==> config.mk <==
export PLATFORM = sky130hd
export DESIGN_NAME = mmh_ctrl
export DESIGN_NICKNAME = d
export VERILOG_FILES = /design/src/hdl/assert_macros.svh /design/src/hdl/mmh_pkg.sv /design/src/hdl/mmh_ctrl.sv
export SDC_FILE = /design/constraint.sdc
export NUM_CORES = 1
export LEC_CHECK = 0
export ABC_AREA = 1
export BUFFER_PORTS_ARGS = -buffer_cell sky130_fd_sc_hd__buf_2
export CAP_MARGIN = 20
export CORE_AREA = 2 2 39 41
export CTS_BUF_LIST = sky130_fd_sc_hd__clkbuf_8
export CTS_CLUSTER_SIZE = 16
export DETAILED_ROUTE_END_ITERATION = 16
export DIE_AREA = 0 0 41 43
export GPL_TIMING_DRIVEN = 1
export PLACE_DENSITY = 0.84
export SETUP_SLACK_MARGIN = 0.15
export SYNTH_ARGS = -nofsm -noshare
export SYNTH_HDL_FRONTEND = slang
export SYNTH_SLANG_ARGS = --single-unit
==> constraint.sdc <==
create_clock -name clk -period 1.9 [get_ports clk]
set_input_delay 0.38 -clock clk [delete_from_list [all_inputs] [get_ports clk]]
set_output_delay 0.38 -clock clk [all_outputs]
set_load 0.005 [all_outputs]
==> src/hdl/assert_macros.svh <==
// ----------------------------------------------------------------------------
// assert_macros.svh
// Shared assertion macros for the heap engine RTL.
// ----------------------------------------------------------------------------
`ifndef ASSERT_MACROS_SVH
`define ASSERT_MACROS_SVH

// Check that a condition implies another in the same cycle.
`define ASSERT_SAME(label, clk, rst_n, pre, post) \
    label: assert property (@(posedge clk) disable iff (!rst_n) (pre) |-> (post)) \
        else $error("assertion failed: same-cycle implication");

// Check that a condition implies another in the next cycle.
`define ASSERT_NEXT(label, clk, rst_n, pre, post) \
    label: assert property (@(posedge clk) disable iff (!rst_n) (pre) |=> (post)) \
        else $error("assertion failed: next-cycle implication");

`endif

==> src/hdl/mmh_pkg.sv <==
`default_nettype none
// ----------------------------------------------------------------------------
// mmh_pkg
// Types, codes and defaults shared by the heap engine modules.
// ----------------------------------------------------------------------------
package mmh_pkg;

    localparam int CAPACITY_DEF = 512;

    // Request codes
    localparam logic [2:0] OP_INSERT = 3'd0;
    localparam logic [2:0] OP_DELMIN = 3'd1;
    localparam logic [2:0] OP_DELMAX = 3'd2;
    localparam logic [2:0] OP_REMOVE = 3'd3;
    localparam logic [2:0] OP_SEARCH = 3'd4;

    // Result status codes
    localparam logic [1:0] ST_OK       = 2'd0;
    localparam logic [1:0] ST_EMPTY    = 2'd1;
    localparam logic [1:0] ST_FULL     = 2'd2;
    localparam logic [1:0] ST_NOTFOUND = 2'd3;

    // Position pointer updates
    localparam logic [2:0] P_HOLD  = 3'd0;
    localparam logic [2:0] P_ZERO  = 3'd1;
    localparam logic [2:0] P_COUNT = 3'd2;
    localparam logic [2:0] P_LAST  = 3'd3;
    localparam logic [2:0] P_INC   = 3'd4;
    localparam logic [2:0] P_DEC   = 3'd5;

    // Read address selects
    localparam logic [2:0] RD_P    = 3'd0;
    localparam logic [2:0] RD_PM1  = 3'd1;
    localparam logic [2:0] RD_PP1  = 3'd2;
    localparam logic [2:0] RD_ZERO = 3'd3;
    localparam logic [2:0] RD_LAST = 3'd4;

    typedef struct packed {
        logic       load;
        logic [2:0] p_op;
        logic [2:0] rd_sel;
        logic       wr_en;
        logic       wr_from_rd;
        logic       cnt_inc;
        logic       cnt_dec;
        logic       set_status;
        logic [1:0] status_code;
        logic       set_found;
        logic       set_taken;
        logic       min_ld;
        logic       max_ld;
        logic       minmax_clr;
        logic       out_ld;
    } cmd_t;

    typedef struct packed {
        logic [2:0] op;
        logic       count_zero;
        logic       full;
        logic       p_zero;
        logic       p_end;
        logic       p1_end;
        logic       rd_gt;
        logic       rd_eq;
        logic       out_busy;
    } sts_t;

endpackage
`default_nettype wire

==> src/hdl/mmh_ctrl.sv <==
`default_nettype none
// ----------------------------------------------------------------------------
// mmh_ctrl
// Sequencer that steps the datapath through insert, delete, remove and search.
// ----------------------------------------------------------------------------
module mmh_ctrl (
    input  wire logic          clk,
    input  wire logic          rst_n,
    input  wire logic          in_valid,
    output logic               in_stall,
    input  wire mmh_pkg::sts_t sts,
    output mmh_pkg::cmd_t      cmd
);

    localparam logic [3:0] S_IDLE    = 4'd0;
    localparam logic [3:0] S_DISP    = 4'd1;
    localparam logic [3:0] S_INS_RD  = 4'd2;
    localparam logic [3:0] S_INS_CMP = 4'd3;
    localparam logic [3:0] S_TK_RD   = 4'd4;
    localparam logic [3:0] S_TK_CAP  = 4'd5;
    localparam logic [3:0] S_SH_RD   = 4'd6;
    localparam logic [3:0] S_SH_WR   = 4'd7;
    localparam logic [3:0] S_SC_RD   = 4'd8;
    localparam logic [3:0] S_SC_CMP  = 4'd9;
    localparam logic [3:0] S_FIN     = 4'd10;
    localparam logic [3:0] S_FIN_MIN = 4'd11;
    localparam logic [3:0] S_FIN_MAX = 4'd12;
    localparam logic [3:0] S_DONE    = 4'd13;

    logic [3:0] state_reg, state_next;

    assign in_stall = (state_reg != S_IDLE);

    // Decode state into datapath commands
    always_comb
    begin
        state_next = state_reg;
        cmd        = '0;
        cmd.p_op   = mmh_pkg::P_HOLD;
        cmd.rd_sel = mmh_pkg::RD_P;
        unique case (state_reg)
            S_IDLE:
            begin
                if (in_valid)
                begin
                    cmd.load   = 1'b1;
                    state_next = S_DISP;
                end
            end
            S_DISP:
            begin
                unique case (sts.op)
                    mmh_pkg::OP_INSERT:
                    begin
                        if (sts.full)
                        begin
                            cmd.set_status  = 1'b1;
                            cmd.status_code = mmh_pkg::ST_FULL;
                            state_next      = S_FIN;
                        end
                        else
                        begin
                            cmd.p_op   = mmh_pkg::P_COUNT;
                            state_next = S_INS_RD;
                        end
                    end
                    mmh_pkg::OP_DELMIN, mmh_pkg::OP_DELMAX:
                    begin
                        if (sts.count_zero)
                        begin
                            cmd.set_status  = 1'b1;
                            cmd.status_code = mmh_pkg::ST_EMPTY;
                            state_next      = S_FIN;
                        end
                        else
                        begin
                            cmd.p_op   = (sts.op == mmh_pkg::OP_DELMIN) ?
                                         mmh_pkg::P_ZERO : mmh_pkg::P_LAST;
                            state_next = S_TK_RD;
                        end
                    end
                    mmh_pkg::OP_REMOVE, mmh_pkg::OP_SEARCH:
                    begin
                        if (sts.count_zero)
                        begin
                            cmd.set_status  = 1'b1;
                            cmd.status_code = mmh_pkg::ST_EMPTY;
                            state_next      = S_FIN;
                        end
                        else
                        begin
                            cmd.p_op   = mmh_pkg::P_ZERO;
                            state_next = S_SC_RD;
                        end
                    end
                    default:
                    begin
                        state_next = S_FIN;
                    end
                endcase
            end
            // Shift larger keys up one slot until the new key fits
            S_INS_RD:
            begin
                if (sts.p_zero)
                begin
                    cmd.wr_en   = 1'b1;
                    cmd.cnt_inc = 1'b1;
                    state_next  = S_FIN;
                end
                else
                begin
                    cmd.rd_sel = mmh_pkg::RD_PM1;
                    state_next = S_INS_CMP;
                end
            end
            S_INS_CMP:
            begin
                cmd.wr_en = 1'b1;
                if (sts.rd_gt)
                begin
                    cmd.wr_from_rd = 1'b1;
                    cmd.p_op       = mmh_pkg::P_DEC;
                    state_next     = S_INS_RD;
                end
                else
                begin
                    cmd.cnt_inc = 1'b1;
                    state_next  = S_FIN;
                end
            end
            // Capture the key at the pointer
            S_TK_RD:
            begin
                cmd.rd_sel = mmh_pkg::RD_P;
                state_next = S_TK_CAP;
            end
            S_TK_CAP:
            begin
                cmd.set_taken = 1'b1;
                state_next    = S_SH_RD;
            end
            // Close the gap by moving later keys down one slot
            S_SH_RD:
            begin
                if (sts.p1_end)
                begin
                    cmd.cnt_dec = 1'b1;
                    state_next  = S_FIN;
                end
                else
                begin
                    cmd.rd_sel = mmh_pkg::RD_PP1;
                    state_next = S_SH_WR;
                end
            end
            S_SH_WR:
            begin
                cmd.wr_en      = 1'b1;
                cmd.wr_from_rd = 1'b1;
                cmd.p_op       = mmh_pkg::P_INC;
                state_next     = S_SH_RD;
            end
            // Scan for the requested key
            S_SC_RD:
            begin
                if (sts.p_end)
                begin
                    cmd.set_status  = 1'b1;
                    cmd.status_code = mmh_pkg::ST_NOTFOUND;
                    state_next      = S_FIN;
                end
                else
                begin
                    cmd.rd_sel = mmh_pkg::RD_P;
                    state_next = S_SC_CMP;
                end
            end
            S_SC_CMP:
            begin
                if (sts.rd_eq)
                begin
                    cmd.set_found = 1'b1;
                    if (sts.op == mmh_pkg::OP_REMOVE)
                    begin
                        cmd.set_taken = 1'b1;
                        state_next    = S_SH_RD;
                    end
                    else
                    begin
                        state_next = S_FIN;
                    end
                end
                else
                begin
                    cmd.p_op   = mmh_pkg::P_INC;
                    state_next = S_SC_RD;
                end
            end
            // Fetch the smallest and largest keys, or clear both when the queue is empty
            S_FIN:
            begin
                if (sts.count_zero)
                begin
                    cmd.minmax_clr = 1'b1;
                    state_next     = S_DONE;
                end
                else
                begin
                    cmd.rd_sel = mmh_pkg::RD_ZERO;
                    state_next = S_FIN_MIN;
                end
            end
            S_FIN_MIN:
            begin
                cmd.min_ld = 1'b1;
                cmd.rd_sel = mmh_pkg::RD_LAST;
                state_next = S_FIN_MAX;
            end
            S_FIN_MAX:
            begin
                cmd.max_ld = 1'b1;
                state_next = S_DONE;
            end
            // Hand the result to the output register once it is free
            S_DONE:
            begin
                if (!sts.out_busy)
                begin
                    cmd.out_ld = 1'b1;
                    state_next = S_IDLE;
                end
            end
            default:
            begin
                state_next = S_IDLE;
            end
        endcase
    end

    always_ff @(posedge clk or negedge rst_n)
    begin
        if (!rst_n)
        begin
            state_reg <= S_IDLE;
        end
        else
        begin
            state_reg <= state_next;
        end
    end

endmodule
`default_nettype wire

## Word-level counts from Yosys, hierarchy flattened

Index checks and enable logic that the tools add are counted.

| operators by class | value |
|---|---|
| equal/unequal tests | 19 |
| multiplexer cells | 51 |
| reductions and logical operators | 9 |

Operators with widths:

| operator | number |
|---|---|
| one-hot mux 4 bit (13 select lines) | 1 |
| 2-to-1 mux 4 bit | 9 |
| == test 4 bit, second input constant | 6 |
| one-hot mux 3 bit (4 select lines) | 2 |
| 2-to-1 mux 3 bit | 6 |
| 2-to-1 mux 1 bit | 17 |
| == test 4 x 3 -> 1 bit, second input constant | 4 |
| 2-to-1 mux 2 bit | 8 |
| one-hot mux 3 bit (2 select lines) | 2 |
| one-hot mux 4 bit (3 select lines) | 1 |
| == test 4 x 2 -> 1 bit, second input constant | 2 |
| one-hot mux 1 bit (2 select lines) | 4 |
| OR reduction 2 bit | 4 |
| == test 3 x 2 -> 1 bit, second input constant | 2 |
| one-hot mux 2 bit (3 select lines) | 1 |
| == test 4 x 1 -> 1 bit, second input constant | 1 |
| logical NOT 4 bit | 1 |
| != test 2 bit, second input constant | 2 |
| nonzero test 4 bit | 1 |
| OR reduction 4 bit | 1 |
| == test 3 x 1 -> 1 bit, second input constant | 1 |
| == test 3 bit, second input constant | 1 |
| logical NOT 3 bit | 1 |
| AND reduction 2 bit | 1 |

| storage, ports and cells | value |
|---|---|
| register bits | 4 |
| bits of input ports | 14 |
| output and inout port bits | 21 |
| logic and storage cells | 80 |

## Depth between registers and ports, before layout

Gate-level depths: netlist (run 1).

| logic depth | value |
|---|---|
| depth after elaboration | 5 |
| mapped depth | 8 |

## Worst setup path after synthesis (run 1)

No wires, ideal clock.

| timing | value |
|---|---|
| kind | flip-flop to output port |
| start | register state_reg[3] |
| end | output cmd[17] (netlist name) |
| data arrival time | 1090 ps |
| required time | 1520 ps |
| setup slack | 430 ps |
| cell stages (with the launch flop) | 6 |
| buffers on the path | 0 |
| path through | dfrtp_1 > inv_1 > nand2_1 > nor2_2 > inv_1 > nor4_1 |

RTL lines:

| item | line | source |
|---|---|---|
| start, declared | mmh_ctrl.sv:30 | `logic [3:0] state_reg, state_next;` |
| start signal, assigned | mmh_ctrl.sv:249 | `state_reg <= state_next;` |
| end, declared | mmh_ctrl.sv:12 | `output mmh_pkg::cmd_t cmd` |

==> flow_summary.json, run 1 <==
{
  "rsz0062_at_grt": "true",
  "critPathMaxFanout": 5,
  "nets": 180,
  "fin_worst_skew_ns": 0.00236,
  "cts_max_level": 1,
  "vias": 975,
  "grt.total_usage": 0.252,
  "power_density_nw_per_um2": 1360,
  "hold_path.class": "in -> async",
  "cts_sinks": 4,
  "cellLeakagePower_nw": 0.589,
  "wirelength_um": 2230,
  "cts.clk_slew.worst_paths_ns": 0.03,
  "drtIter0Drc": 56,
  "layout-drive-gt1-share": 0.390,
  "status": "finished clean",
  "area.growth.synth_to_final_pct": 54.0,
  "nFillCells": 117,
  "worst_slew_pin_slew_ns": 0.282,
  "grt_pass1_wl_um": 3130,
  "port_buffers": 34,
  "slew_headroom": 0.810,
  "routabilityCongestion": 0.835,
  "die_height_um": 43,
  "fp.dieArea_um2": 1760,
  "syn_nets": 136,
  "netlist_area_um2": 612,
  "crit_arrival_ns": 1.36,
  "vdd_drop_max_mv": 0.600,
  "yosysSeqAreaShare": 0.164,
  "final-max-slew-violation-count": 0,
  "timing_worst_setup_path_type": "reg -> out",
  "die_x_um": 41,
  "ys_top_cells_by_area": "nand2_1 (24%), dfrtp_1 (16%), nor2_1 (15%)",
  "netlist.area_leader.share": 0.239,
  "synthCells": 122,
  "cts_tree": "done",
  "min_period_over_period": 0.918,
  "insertion_delay_ns": 0.21,
  "largest_reg_flops": 4,
  "setup_violations": 0,
  "diodes": 0,
  "dp_hpwl_um": 1600,
  "final_cell_mix": "nand2_1 (36), buf_2 (34), nor2_1 (20), inv_1 (16), nand3_1 (10)",
  "mostFrequentLayoutCell": "nand2_1",
  "grt_pass1_vias": 827,
  "grt_max_degree": 9,
  "synth_warnings": 0,
  "cts_buffers": 3,
  "antenna_found_initial": 0,
  "io_pins": 35,
  "cts-root-buf": "clkbuf_8",
  "cp-end-kind": "output port",
  "hold_viol": 0,
  "timing.hold.ws_ns": 0.500,
  "start_util": 0.442,
  "drtAntennaViolNets": 0,
  "synth_area_per_cell_um2": 5.02,
  "multi_input_area_um2": 478,
  "finalSetupTns_ns": 0,
  "cts_buffer_depth": 2,
  "ys_seq_elements": 4,
  "drc": 0,
  "fp.coreArea_um2": 1380,
  "synth_top_cell_by_area": "nand2_1",
  "seq_area_um2": 105,
  "startpoint_type": "flip-flop",
  "grt_overflow_total": 0,
  "synth.distinct_cells": 16,
  "clock.fmax_mhz": 573,
  "viasPerCell": 5.42,
  "cap_violations": 0,
  "rows": 14,
  "cp.required_ns": 1.52,
  "dr.pass1.iters": 4,
  "wl_per_cell_um": 12.4,
  "finalCriticalPeriod_ns": 1.74
}
[where the power goes]
group          total [mW]  internal, mW  switching (mW)
sequential          0.231         0.139          0.0916
clock               0.175         0.135          0.0404
combinational       0.879         0.341           0.538
[path summary, 6_finish.rpt]
check,startpoint,to,cells after the start,slack (ns)
max in group asynchronous,rst_n,state_reg[2]$_DFFE_PN0P_,2,1.27
hold / removal,rst_n,state_reg[1]$_DFFE_PN0P_,2,0.50
setup reg to reg,state_reg[0]$_DFFE_PN0P_,state_reg[3]$_DFFE_PN0P_,8,0.48
hold reg to reg,state_reg[3]$_DFFE_PN0P_,state_reg[0]$_DFFE_PN0P_,2,0.70
setup / recovery,state_reg[1]$_DFFE_PN0P_,cmd[17],6,0.16
min in group clk,sts[0],state_reg[0]$_DFFE_PN0P_,3,0.53
[synth_stat cells]
cell type,instances
o21ai_4,1
a21oi_1,3
inv_1,19
nand4_1,2
nor2_1,25
nand3_1,11
dfrtp_1,4
nand2_1,39
nor4_1,1
nor3_1,3
nor2_4,1
o211ai_1,1
nor2_2,2
buf_2,1
o21ai_0,8
inv_2,1
[worst max-delay path, stage by stage, from the launching register on]
cell and delay, ns:
dfrtp_2 0.45, inv_4 0.10, nand2_4 0.07, nor2_4 0.16, inv_2 0.07, nor4_2 0.14, buf_2 0.15
[repair_timing]
action                                 4_1_cts  5_1_grt
endpoints found under the hold margin        4        0
hold buffers                                 1        0
gates resized for setup                     10       13
pin swaps                                    1        3
buffers inserted                             2        2
setup endpoints to repair                   10       13
[final cells by class]
cell class                      instances  area share
Sequential cell                         4       0.112
Multi-Input combinational cell         97       0.507
Tap cell                               16      0.0212
Timing Repair Buffer                   40       0.231
Clock buffer                            3      0.0438
Inverter                               20      0.0850
[metal layers]
metal	GRT usage	vias up	wire (µm)
met2	0.438	61	1190
met4	0.0533	0	46
met3	0.0681	6	177
met1	0.291	440	819
li1	-	468	-
met5	0	-	0
[cells by family after synthesis]
group / synth area share
AO/OA/AOI/OAI: 0.129
flip-flops: 0.164
buffers and inverters: 0.131
AND/OR/NAND/NOR: 0.577
[per-stage QoR]
stage	worst slack (ns)	utilization	cells	power (mW)	cell area [µm²]
after global placement	0.287	0.581	172	0.888	805
after floorplan	0.430	-	122	0.660	612
final	0.156	0.681	180	1.29	942
after CTS	0.139	0.642	178	1.17	888
after detailed placement	0.230	0.581	172	0.914	805
after global routing	0.0848	0.681	180	1.38	942
Power figures use the tool's default switching activity.
==> run 2, diff against run 1 <==
==> constraint.sdc (replaced) <==
create_clock -name clk -period 1.9 [get_ports clk]
set_input_delay 0.19 -clock clk [delete_from_list [all_inputs] [get_ports clk]]
set_output_delay 0.19 -clock clk [all_outputs]
set_load 0.005 [all_outputs]
==> flow_summary.json, run 2 (synthesized netlist as in run 1, its figures left out) <==
{
  "rsz0062_at_grt": "false",
  "dp_hpwl_um": 1540,
  "cts_buffers": 3,
  "critPathMaxStageDelay_ns": 0.46,
  "clock.fmax_mhz": 606,
  "r2r-end": "state_reg[0]$_DFFE_PN0P_",
  "viasPerCell": 5.09,
  "die_height_um": 43,
  "cp.required_ns": 1.71,
  "timing.hold.ws_ns": 0.309,
  "drc": 0,
  "drtIter0Drc": 21,
  "wl_per_cell_um": 10.7,
  "cp_cell_sequence": "nor2_1 -> nand3_1 -> o211ai_1 -> buf_2",
  "setup_violations": 0,
  "insertion_delay_ns": 0.22,
  "vias": 891,
  "rrSetupSlack_ns": 0.54,
  "routabilityCongestion": 0.852,
  "rows": 14,
  "startpoint_type": "flip-flop",
  "cts_buffer_depth": 2,
  "cellLeakagePower_nw": 0.562,
  "vdd_drop_max_mv": 0.533,
  "crit_buf_inv": 1,
  "area.growth.synth_to_final_pct": 40.5,
  "slew_headroom": 0.778,
  "timing_worst_setup_path_type": "reg -> out",
  "antenna_found_initial": 0,
  "start_util": 0.442,
  "path_depth": 4,
  "io_pins": 35,
  "grt_pass1_wl_um": 3150,
  "finalCriticalPeriod_ns": 1.65,
  "fp.dieArea_um2": 1760,
  "largest_reg_flops": 4,
  "min_period_over_period": 0.869,
  "r2r-start": "state_reg[2]$_DFFE_PN0P_",
  "grt_overflow_total": 0,
  "cts_max_level": 1,
  "dr.pass1.iters": 4,
  "fp.coreArea_um2": 1380,
  "drtAntennaViolNets": 0,
  "nFillCells": 134,
  "cts_tree": "done",
  "cts.clk_slew.worst_paths_ns": 0.03,
  "nets": 175,
  "wirelength_um": 1880,
  "grt.total_usage": 0.253,
  "cts_sinks": 4,
  "grt_pass1_vias": 796,
  "status": "finished clean",
  "critPathMaxFanout": 6,
  "cts_setup_buffers": 0,
  "crit_arrival_ns": 1.46,
  "diodes": 0,
  "cpLargestDelayFamily": "simple AND/OR/NAND/NOR gates",
  "cp-end-kind": "output port",
  "mostFrequentLayoutCell": "nand2_1",
  "fin_worst_skew_ns": 0.00166,
  "port_buffers": 34,
  "power_density_nw_per_um2": 1290,
  "crit_slowest_cell": "dfrtp_1",
  "final_cell_mix": "nand2_1 (38), buf_2 (34), nor2_1 (24), inv_1 (18), nand3_1 (11)",
  "finalSetupTns_ns": 0,
  "hold_viol": 0,
  "worst_slew_pin_slew_ns": 0.332,
  "hold_path.class": "in -> async",
  "reg2reg_depth": 6,
  "layout-drive-gt1-share": 0.289,
  "final-max-slew-violation-count": 0,
  "grt_max_degree": 9,
  "cts-root-buf": "clkbuf_8",
  "cap_violations": 0,
  "die_x_um": 41
}
[run 2: cell types whose count changed in the layout (fill, tap and decap cells not counted), moves of 2 or more]
cell and change:
buf_4 -5, dfrtp_1 +3, dfrtp_2 -3, inv_1 +2
inv_4 -2, nand2_1 +2, nor2_1 +4, nor2_2 -3
[run 2: per-stage QoR]
stage / util / cells / worst slack (ns) / power, mW / area, µm²
floorplan: - / 122 / 0.620 / 0.660 / 612
global route: 0.621 / 175 / 0.147 / 1.22 / 860
detailed placement: 0.576 / 171 / 0.421 / 0.888 / 797
global placement: 0.576 / 171 / 0.478 / 0.874 / 797
CTS: 0.613 / 175 / 0.196 / 1.07 / 848
finish: 0.621 / 175 / 0.249 / 1.11 / 860
[run 2: layer usage]
layer	GRT usage	share of wire	vias to the layer above
met5	0	0	-
met4	0.0600	0.018	0
met2	0.413	0.51	43
met1	0.334	0.40	387
li1	-	-	457
met3	0.0366	0.074	4
[run 2: worst register-to-register path, delay by kind of cell (launching register included)]
family	cells	cell delay (ns)
simple gates	4	0.56
flops	1	0.46
buf+inv	1	0.05
compound gates	1	0.17
[run 2: where the power goes]
| part | internal, mW | switching (mW) | total, mW |
|---|---|---|---|
| combinational | 0.263 | 0.455 | 0.718 |
| clock | 0.135 | 0.0432 | 0.178 |
| sequential | 0.133 | 0.0820 | 0.215 |
[run 2: cell type report]
type	instances	area [µm²]	share of cell area
multi-input cells	97	442	0.514
repair buffers	35	180	0.210
flip-flops and latches	4	101	0.118
inverters	20	75.1	0.0873
clock buffers	3	41.3	0.0480
well taps	16	20.0	0.0233
[run 2: repair_timing]
item / 4_1_cts / 5_1_grt
hold endpoints to repair: 4 / 0
endpoints found under the setup margin: 0 / 5
hold buffers: 1 / 0
resized for setup: 0 / 5
[run 2: worst max-delay path by stage]
stage / startpoint / to / slack, ns
after detailed placement: state_reg[3]$_DFFE_PN0P_ / cmd[16] / 0.42
after global placement: state_reg[0]$_DFFE_PN0P_ / cmd[8] / 0.48
after CTS: state_reg[3]$_DFFE_PN0P_ / cmd[16] / 0.20
final: state_reg[2]$_DFFE_PN0P_ / cmd[18] / 0.25
after global routing: state_reg[2]$_DFFE_PN0P_ / cmd[17] / 0.15
after floorplan: state_reg[3]$_DFFE_PN0P_ / cmd[17] / 0.62
==> run 3, diff against run 2 <==
Settings changed: ABC_AREA 1 to unset, BUFFER_PORTS_ARGS -buffer_cell sky130_fd_sc_hd__buf_2 to unset, DONT_BUFFER_PORTS set to 1, PLACE_DENSITY 0.84 to 0.67, SLEW_MARGIN set to 20.
==> flow_summary.json, run 3 <==
{
  "syn_nets": 112,
  "cts_buffer_depth": 2,
  "yosysSeqAreaShare": 0.147,
  "netlist_area_um2": 682,
  "synthTopCellsByCount": "nor2_1 (12), nand2_1 (10), nand2b_1 (7), and3_1 (6), nor3_1 (5)",
  "fp.coreArea_um2": 1380,
  "rsz0062_at_grt": "true",
  "power_density_nw_per_um2": 1570,
  "layout-drive-gt1-share": 0.172,
  "slew_headroom": 0.735,
  "cts.clk_slew.worst_paths_ns": 0.03,
  "nFillCells": 142,
  "synth_top_cell_by_area": "dfrtp_1",
  "min_period_over_period": 0.898,
  "worst_slew_pin_slew_ns": 0.398,
  "cap_violations": 0,
  "start_util": 0.493,
  "rows": 14,
  "ys_seq_elements": 4,
  "drtIter0Drc": 21,
  "viasPerCell": 6.46,
  "hold_path.class": "in -> reg",
  "synth.distinct_cells": 39,
  "synth_ff_type": "dfrtp_1",
  "finalCriticalPeriod_ns": 1.71,
  "timing_worst_setup_path_type": "reg -> out",
  "drtAntennaViolNets": 0,
  "hold_path_depth": 3,
  "diodes": 0,
  "final-max-slew-violation-count": 0,
  "cts_max_level": 1,
  "async_flop_share": 1.00,
  "cts-root-buf": "clkbuf_8",
  "dp.cells": 111,
  "vdd_drop_max_mv": 0.614,
  "fp.dieArea_um2": 1760,
  "largest_reg_flops": 4,
  "cts_buffers": 3,
  "cts_tree": "done",
  "area.growth.synth_to_final_pct": 10.1,
  "cts_setup_buffers": 0,
  "grt_max_degree": 14,
  "hp-start": "sts[7]",
  "synthCells": 98,
  "synth_warnings": 0,
  "grt_pass1_wl_um": 3010,
  "grt.total_usage": 0.249,
  "final_cell_mix": "nor2_1 (12), nand2_1 (10), nand2b_1 (7), and3_1 (6)",
  "dp_hpwl_um": 1390,
  "insertion_delay_ns": 0.22,
  "io_pins": 35,
  "synth-edff-count": 0,
  "crit_arrival_ns": 1.52,
  "stdcell_count": 115,
  "r2r-end": "state_reg[0]$_DFFE_PN0P_",
  "finalSetupTns_ns": 0,
  "netlist.area_leader.share": 0.147,
  "seq_area_um2": 103,
  "r2r-start": "state_reg[1]$_DFFE_PN0P_",
  "critPathMaxFanout": 12,
  "nets": 115,
  "dr.pass1.iters": 4,
  "status": "finished clean",
  "grt_pass1_vias": 656,
  "cts_sinks": 4,
  "hold_viol": 0,
  "rrSetupSlack_ns": 0.46,
  "die_x_um": 41,
  "clock.fmax_mhz": 586,
  "startpoint_type": "flip-flop",
  "grt_overflow_total": 0,
  "die_height_um": 43,
  "ys_top_cells_by_area": "dfrtp_1 (15%), nor2_1 (6.6%), nand2b_1 (6.4%)",
  "reg2reg_depth": 5,
  "worst_hold_path.endpoint": "state_reg[2]$_DFFE_PN0P_",
  "fin_worst_skew_ns": 0.00302,
  "mostFrequentLayoutCell": "nor2_1",
  "cp-end-kind": "output port",
  "wl_per_cell_um": 16.0,
  "drc": 0,
  "vias": 743,
  "wirelength_um": 1840,
  "setup_violations": 0,
  "antenna_found_initial": 0,
  "synth_area_per_cell_um2": 6.96,
  "routabilityCongestion": 0.915,
  "synth.most_common_cell": "nor2_1",
  "cellLeakagePower_nw": 0.313,
  "port_buffers": 0,
  "multi_input_area_um2": 528,
  "cp.required_ns": 1.71
}
## run 3: changes by cell type after synthesis, moves of 6 or more
cell / before / now
nor2_1: 25 / 12
nand2b_1: 0 / 7
inv_1: 19 / 3
nand3_1: 11 / 2
o21ai_0: 8 / 1
and3_1: 0 / 6
nand2_1: 39 / 10
## run 3: cell families (layout without fill, tap and decap cells)
logic type	after synthesis	after routing	synth area share
flops	4	4	0.147
simple gates	56	56	0.451
mux	2	2	0.0312
xor+xnor	2	2	0.0257
compound gates	23	23	0.253
buf+inv	11	12	0.0917
## run 3: how the worst max path moves through the flow
stage,startpoint,endpoint,depth (start not counted)
after floorplan,state_reg[3]$_DFFE_PN0P_,cmd[8],5
after global placement,state_reg[0]$_DFFE_PN0P_,cmd[13],3
after detailed placement,state_reg[3]$_DFFE_PN0P_,cmd[7],4
after CTS,state_reg[3]$_DFFE_PN0P_,cmd[8],4
after global routing,state_reg[1]$_DFFE_PN0P_,cmd[8],3
final,state_reg[1]$_DFFE_PN0P_,cmd[8],3
## run 3: worst max-delay path, stage by stage, from the launching register on
cell	delay, ns
dfrtp_1	0.57
and2b_2	0.31
a41o_1	0.26
nand2b_1	0.16
## run 3: stage by stage
stage	power [mW]	util	area, µm²	hold WS, ns	worst slack (ns)
floorplan	0.840	-	682	-0.106	0.557
global placement	0.963	0.497	688	-0.106	0.403
detailed placement	0.966	0.497	688	-0.106	0.353
CTS	1.16	0.539	746	0.179	0.155
global route	1.29	0.542	751	0.199	0.145
finish	1.18	0.542	751	0.181	0.194
## run 3: area by class of cell
class	instances	share of cell area
clock buffers	3	0.0550
inverters	3	0.0150
repair buffers	6	0.0633
well taps	16	0.0267
multi-input cells	83	0.703
flip-flops and latches	4	0.137
## run 3: timing repair
action                     4_1_cts  5_1_grt
hold buffers                     1        0
setup endpoints to repair        2        6
hold endpoints to repair         4        0
pin swaps                        0        0
gates resized for setup          1        4
## run 3: power breakdown
| group | total (mW) | leakage, nW | internal, mW | switching (mW) |
|---|---|---|---|---|
| logic | 0.731 | 0.245 | 0.330 | 0.401 |
| clock network | 0.177 | 0.0216 | 0.135 | 0.0420 |
| registers | 0.268 | 0.0465 | 0.132 | 0.135 |
## run 3: metal layers
| layer | vias to the layer above | routed length, µm | GRT usage |
|---|---|---|---|
| met4 | 0 | 62 | 0.160 |
| li1 | 362 | - | - |
| met1 | 335 | 778 | 0.361 |
| met2 | 40 | 816 | 0.334 |
| met5 | - | 0 | 0 |
| met3 | 6 | 181 | 0.0262 |
